[src/rtl/core/b7tcu_pkg.sv]
// Shared constants and types of the base-7 terminated code unpacker.
`timescale 1ns / 1ps

package b7tcu_pkg;

  // Field widths.
  localparam int WORD_W  = 32;
  localparam int DIGIT_W = 3;
  localparam int LEFT_W  = 2;

  // Digits per word: the first word of a group has ten, the others eleven.
  localparam int MAX_DIGITS   = 11;
  localparam int FIRST_DIGITS = 10;
  localparam int SHIFT_W      = MAX_DIGITS * DIGIT_W;
  localparam int COUNT_W      = 4;

  // The digit that ends a number.
  localparam logic [DIGIT_W-1:0] TERM_DIGIT = 3'd7;

  // Position of a word in its group of three.
  localparam logic [1:0] PHASE_0 = 2'd0;
  localparam logic [1:0] PHASE_1 = 2'd1;
  localparam logic [1:0] PHASE_2 = 2'd2;

  // One digit as presented by the shifter to the accumulator.
  typedef struct packed {
    logic               valid;
    logic [DIGIT_W-1:0] digit;
    logic               is_term;
    logic               last_term;
    logic               end_of_word;
    logic               clear_after;
  } digit_step_t;

endpackage

[src/rtl/core/b7tcu_digit_shifter.sv]
// Word loader and digit shift register with group phase and carried bits.
`timescale 1ns / 1ps

module b7tcu_digit_shifter (
  input  logic                           clk,
  input  logic                           rst,
  input  logic                           in_valid,
  output logic                           in_stall,
  input  logic [b7tcu_pkg::WORD_W-1:0]   stream_word,
  input  logic                           last_word,
  input  logic                           advance,
  output b7tcu_pkg::digit_step_t         step
);

  logic                                busy;
  logic [b7tcu_pkg::COUNT_W-1:0]       count;
  logic [b7tcu_pkg::SHIFT_W-1:0]       data;
  logic [b7tcu_pkg::MAX_DIGITS-1:0]    term;
  logic                                last_flag;
  logic [1:0]                          phase;
  logic [b7tcu_pkg::LEFT_W-1:0]        leftover;

  logic [b7tcu_pkg::WORD_W+1:0]        wide_bits;
  logic [b7tcu_pkg::SHIFT_W-1:0]       load_data;
  logic [b7tcu_pkg::COUNT_W-1:0]       load_count;
  logic [b7tcu_pkg::MAX_DIGITS-1:0]    load_term;
  logic [1:0]                          phase_next;
  logic [b7tcu_pkg::LEFT_W-1:0]        leftover_next;
  logic                                in_take;

  assign in_stall = busy;
  assign in_take  = in_valid && !busy;

  // Place the word above the bits carried from the previous word of the group.
  always_comb begin
    wide_bits = {stream_word, leftover};
    case (phase)
      b7tcu_pkg::PHASE_1: begin
        load_data     = wide_bits[b7tcu_pkg::SHIFT_W-1:0];
        load_count    = b7tcu_pkg::COUNT_W'(b7tcu_pkg::MAX_DIGITS);
        phase_next    = b7tcu_pkg::PHASE_2;
        leftover_next = {1'b0, stream_word[b7tcu_pkg::WORD_W-1]};
      end
      b7tcu_pkg::PHASE_2: begin
        load_data     = {stream_word, leftover[0]};
        load_count    = b7tcu_pkg::COUNT_W'(b7tcu_pkg::MAX_DIGITS);
        phase_next    = b7tcu_pkg::PHASE_0;
        leftover_next = '0;
      end
      default: begin
        load_data     = {1'b0, stream_word};
        load_count    = b7tcu_pkg::COUNT_W'(b7tcu_pkg::FIRST_DIGITS);
        phase_next    = b7tcu_pkg::PHASE_1;
        leftover_next = stream_word[b7tcu_pkg::WORD_W-1 -: b7tcu_pkg::LEFT_W];
      end
    endcase
  end

  // Mark the terminator positions among the digits this word really holds.
  always_comb begin
    for (int i = 0; i < b7tcu_pkg::MAX_DIGITS; i++) begin
      load_term[i] = (load_data[i*b7tcu_pkg::DIGIT_W +: b7tcu_pkg::DIGIT_W] ==
                      b7tcu_pkg::TERM_DIGIT) &&
                     (b7tcu_pkg::COUNT_W'(i) < load_count);
    end
  end

  // Load on a transfer, then shift one digit out per advance.
  always_ff @(posedge clk) begin
    if (rst) begin
      busy     <= 1'b0;
      count    <= '0;
      phase    <= b7tcu_pkg::PHASE_0;
      leftover <= '0;
    end else if (in_take) begin
      busy     <= 1'b1;
      count    <= load_count;
      phase    <= last_word ? b7tcu_pkg::PHASE_0 : phase_next;
      leftover <= last_word ? '0 : leftover_next;
    end else if (advance) begin
      count <= count - 1'b1;
      if (count == b7tcu_pkg::COUNT_W'(1)) begin
        busy <= 1'b0;
      end
    end
  end

  // Digit and terminator shift lines carry no control meaning of their own.
  always_ff @(posedge clk) begin
    if (in_take) begin
      data      <= load_data;
      term      <= load_term;
      last_flag <= last_word;
    end else if (advance) begin
      data <= data >> b7tcu_pkg::DIGIT_W;
      term <= term >> 1;
    end
  end

  // The digit at the bottom of the shift line goes to the accumulator.
  always_comb begin
    step.valid       = busy;
    step.digit       = data[b7tcu_pkg::DIGIT_W-1:0];
    step.is_term     = term[0];
    step.last_term   = (term[b7tcu_pkg::MAX_DIGITS-1:1] == '0);
    step.end_of_word = (count == b7tcu_pkg::COUNT_W'(1));
    step.clear_after = last_flag;
  end

endmodule

[src/rtl/core/b7tcu_accum.sv]
// Base-7 accumulator and output register for completed values.
`timescale 1ns / 1ps

module b7tcu_accum (
  input  logic                           clk,
  input  logic                           rst,
  input  b7tcu_pkg::digit_step_t         step,
  output logic                           advance,
  output logic                           out_valid,
  input  logic                           out_stall,
  output logic [b7tcu_pkg::WORD_W-1:0]   decoded_value,
  output logic                           last_in_word
);

  logic [b7tcu_pkg::WORD_W-1:0] acc;
  logic [b7tcu_pkg::WORD_W-1:0] acc_next;
  logic                         out_free;

  // A terminator waits until the output register can take its value.
  assign out_free = !out_valid || !out_stall;
  assign advance  = step.valid && (!step.is_term || out_free);

  // acc * 7 + d + 1, as an eight-fold shift minus the old value; cleared on a terminator or at the end of a final word.
  always_comb begin
    if (step.is_term || (step.end_of_word && step.clear_after)) begin
      acc_next = '0;
    end else begin
      acc_next = (acc << 3) - acc +
                 b7tcu_pkg::WORD_W'(step.digit) + b7tcu_pkg::WORD_W'(1);
    end
  end

  always_ff @(posedge clk) begin
    if (rst) begin
      acc <= '0;
    end else if (advance) begin
      acc <= acc_next;
    end
  end

  // Output register holds one completed value until its transfer.
  always_ff @(posedge clk) begin
    if (rst) begin
      out_valid <= 1'b0;
    end else if (advance && step.is_term) begin
      out_valid <= 1'b1;
    end else if (!out_stall) begin
      out_valid <= 1'b0;
    end
  end

  always_ff @(posedge clk) begin
    if (advance && step.is_term) begin
      decoded_value <= acc;
      last_in_word  <= step.last_term;
    end
  end

endmodule

[src/rtl/core/base7_terminated_code_unpacker.sv]
// Top level of the base-7 terminated code unpacker.
//
//   Channel  Fields                        Handshake
//   input    stream_word, last_word        in_valid / in_stall
//   output   decoded_value, last_in_word   out_valid / out_stall
//
// A word is taken and then shifted out one 3-bit digit per cycle while no
// terminator waits: 10 digits for the first word of a group, 11 for the
// others. The digit shift register sets that pace.
// A terminator waits while the output register is full and stalled.
// Reset clears the accumulator, the carried bits and the group position.
`timescale 1ns / 1ps

module base7_terminated_code_unpacker (
  input  logic                           clk,
  input  logic                           rst,
  input  logic                           in_valid,
  output logic                           in_stall,
  input  logic [b7tcu_pkg::WORD_W-1:0]   stream_word,
  input  logic                           last_word,
  output logic                           out_valid,
  input  logic                           out_stall,
  output logic [b7tcu_pkg::WORD_W-1:0]   decoded_value,
  output logic                           last_in_word
);

  b7tcu_pkg::digit_step_t step;
  logic                   advance;

  // Digit source.
  b7tcu_digit_shifter u_shifter (
    .clk         (clk),
    .rst         (rst),
    .in_valid    (in_valid),
    .in_stall    (in_stall),
    .stream_word (stream_word),
    .last_word   (last_word),
    .advance     (advance),
    .step        (step)
  );

  // Value builder and result register.
  b7tcu_accum u_accum (
    .clk           (clk),
    .rst           (rst),
    .step          (step),
    .advance       (advance),
    .out_valid     (out_valid),
    .out_stall     (out_stall),
    .decoded_value (decoded_value),
    .last_in_word  (last_in_word)
  );

endmodule

[config.mk]
export PLATFORM = sky130hd
export DESIGN_NAME = base7_terminated_code_unpacker
export DESIGN_NICKNAME = d
export VERILOG_FILES = /design/src/rtl/core/b7tcu_pkg.sv /design/src/rtl/core/b7tcu_digit_shifter.sv /design/src/rtl/core/b7tcu_accum.sv /design/src/rtl/core/base7_terminated_code_unpacker.sv
export SDC_FILE = /design/constraint.sdc
export NUM_CORES = 1
export LEC_CHECK = 0
export BUFFER_PORTS_ARGS = -buffer_cell sky130_fd_sc_hd__buf_2
export CORE_MARGIN = 4
export CORE_UTILIZATION = 48
export CTS_CLUSTER_DIAMETER = 40
export DETAILED_ROUTE_END_ITERATION = 8
export PLACE_DENSITY = 0.67
export SLEW_MARGIN = 20
export SYNTH_ARGS = -nofsm -noshare
export SYNTH_HDL_FRONTEND = slang
export SYNTH_SLANG_ARGS = --single-unit
[constraint.sdc]
create_clock -name clk -period 5.67 [get_ports clk]
set_input_delay 0.2835 -clock clk [delete_from_list [all_inputs] [get_ports clk]]
set_output_delay 0.2835 -clock clk [all_outputs]
set_load 0.1 [all_outputs]
==> impl_metrics.csv <==
group,metric,value,unit
cells_and_area,synthToLayoutAreaGrowth,17.1,%
cts,cts_htree_levels,4,
cts,cts_tree,"built",
yosys,synth_area_leader_cell,"edfxtp_1",
place,gp_congestion,0.894,
yosys,post-synth-top-count-cell,"edfxtp_1",
route,wl_met2,7.10,mm
pwr,leakagePower,0.00321,µW
cts,post_cts_buffers,0,
route,drc,0,
critical_path,arrival,3.76,ns
cts,cts_sinks,120,
floorplan,die_w,128,µm
worst_hold_path,min_path_type,"primary input to flop",
yosys,syn_nets,811,
grt,grt_pass1_wl,24.7,mm
yosys,ys_ff_latch,120,
yosys,synth-seq-area-share,46.2,%
pwr,p_per_area,629,nW/µm²
route,wire_per_inst,15.4,µm
cells_and_area,num_antenna_cells,0,
cts,cts-resized-gates,0,
grt,grt_max_degree,70,
critical_path,path_max_fanout,4,
cts,path_clk_slew,0.05,ns
timing,hold_viol_final,0,
yosys,async_flop_share,0,%
route,highest_layer,"met4",
job,drv_cap,0,
floorplan,coreArea,14000,µm²
timing,maxClockFrequency,290,MHz
cts,clk-insertion-delay-late,0.42,ns
pwr,worst_ir_drop_vdd,258,µV
critical_path,required,5.98,ns
cells_and_area,design_area,8070,µm²
route,wl,14.8,mm
pwr,swShare,39.9,%
pwr,seq_power_share,24.2,%
route,vias,5463,
grt,grt_usage,18.6,%
cts,postCtsHoldBufs,0,
floorplan,start_util,49.3,%
timing,tns,0,ns
place,dp.cells,929,
grt,grt_pass1_vias,5299,
floorplan,fp-row-count,43,
critical_path,crit_path_start_kind,"flop",
place,hpwlAfterDp,10.7,mm
timing,slew-limit-headroom,52.4,%
pwr,p_comb_share,51.7,%
critical_path,critPathCaptureType,"flop",
yosys,netlist.area_leader.share,34.0,%
cells_and_area,stdcell_count,961,
timing,finalSetupViolCount,0,
yosys,yosys_warnings,0,
route,ant_nets,0,
worst_hold_path,hold_path_depth,1,
route,dr_wl_met3,831,µm
route,met1_length,6.51,mm
cts,cts_root_buffer,"clkbuf_16",
place,port_buffers,71,
timing,drv_slew,0,
route,viasPerCell,5.68,
timing,min_period,3.45,ns
pwr,design_power_total,5070,µW
timing,worst_pin_slew,0.712,ns
timing,rsz0062_at_grt,"no",
cells_and_area,drive_above_1_share,15.0,%
run_status,status,"completed",
yosys,synth_common_cells,"edfxtp_1, nor2_1, ha_1",
grt,globalRouteOverflowTotal,0,
floorplan,ioPinCount,72,
grt,antenna_found_initial,0,
pwr,power_frac_clock,24.1,%
route,firstDrtPassIters,5,
yosys,synth_cell_type_count,46,
route,drt-initial-drc-count,325,
timing,min_period_over_period,60.8,%
place,place_area,7380,µm²
yosys,syn_area,6890,µm²
cells_and_area,nets,871,
timing,final.setup.worst_slack,2.22,ns
yosys,synth_area_leaders,"edfxtp_1, dfxtp_1, ha_1",
cts,clk_path_buf_depth,2,
pwr,p_int,3050,µW
critical_path,timing_worst_setup_path_type,"flop to flop",
yosys,synth_edf_count,78,
floorplan,die_h,128,µm
floorplan,die-area,16300,µm²
yosys,avgSynthCellArea,9.73,µm²
place,pre_cts_ws,2.27,ns
pwr,p_sw,2020,µW
critical_path,rr_worst_depth,14,
yosys,synth-main-ff-cell,"edfxtp_1",
yosys,synthCells,708,
timing,fin_skew,0.00648,ns
cts,cts_buffers,17,
==> final cells by class <==
type	count	area [µm²]
inverters	45	169
well taps	180	225
multi-input cells	506	3410
repair buffers	78	408
clock inverters	15	250
flip-flops and latches	120	3180
fillers	1229	5920
clock buffers	17	425
==> logic make-up after synthesis <==
group	share of synthesized area (%)
buffers and inverters	4.58
AND/OR/NAND/NOR	10.7
AO/OA/AOI/OAI	22.7
XOR/XNOR	3.81
adder cells (fa/ha/maj)	12.1
flip-flops	46.2
==> final timing paths <==
kind	slack, ns	to	from
setup reg to reg	2.22	u_accum.acc[31]$_SDFFE_PP0P_	u_shifter.data[1]$_DFFE_PP_
setup / recovery	2.22	u_accum.acc[31]$_SDFFE_PP0P_	u_shifter.data[1]$_DFFE_PP_
hold reg to reg	0.47	u_accum.decoded_value[31]$_DFFE_PP_	u_accum.acc[31]$_SDFFE_PP0P_
hold / removal	0.11	u_shifter.last_flag$_DFFE_PP_	last_word
==> state kept, by name (all words and copies together) (netlist names) <==
name / cells
u_shifter.term: 11
u_accum.out_valid: 1
u_shifter.leftover: 2
u_accum.decoded_value: 32
u_accum.last_in_word: 1
u_shifter.data: 33
u_shifter.in_stall: 1
u_accum.acc: 32
u_shifter.last_flag: 1
u_shifter.phase: 2
u_shifter.count: 4
==> critical path: stages, from the launching register on <==
cell and delay, ns:
edfxtp_1 0.32, inv_1 0.04, ha_1 0.27, inv_1 0.04, ha_1 0.23, fa_1 0.43
a211oi_1 0.31, o21a_1 0.22, o21ba_2 0.15, o21ai_1 0.09, a31oi_1 0.48, o221ai_1 0.23
xnor2_1 0.19, a21o_1 0.18, a21o_1 0.16
==> cells in the final DEF, fill, tap and decap left out, types with 16 or more instances in the layout <==
cell       Yosys  routed
a22o_1        16      16
a22oi_1       47      47
o21ai_0       40      40
a21oi_1       64      64
dfxtp_1       42      42
clkbuf_16      0      17
inv_1         45      45
xnor2_1       22      22
nand2_1       61      60
edfxtp_1      78      78
ha_1          65      64
buf_2          0      71
nor2_1        70      70
==> power by group through the flow <==
stage	clock network (µW)	logic [µW]	registers (µW)
6_report	1220	2620	1230
5_1_grt	1280	2940	1250
4_1_cts	1240	2630	1230
3_5_place_dp	0	2610	1250
3_3_place_gp	0	2570	1240
2_1_floorplan	0	2030	1340
==> through the flow <==
step           hold WS [ns]  util, %
3_3_place_gp          0.446     52.8
5_1_grt              0.0992     57.7
3_5_place_dp          0.462     52.8
6_report              0.113     57.7
4_1_cts              0.0977     57.6
2_1_floorplan         0.382        -
==> metal layers <==
layer,up-vias,global-route usage [%]
met5,-,0
li1,2730,-
met4,0,7.62
met3,26,4.75
met2,129,31.0
met1,2578,23.0
Note: power is estimated with default switching activity, not from simulation.
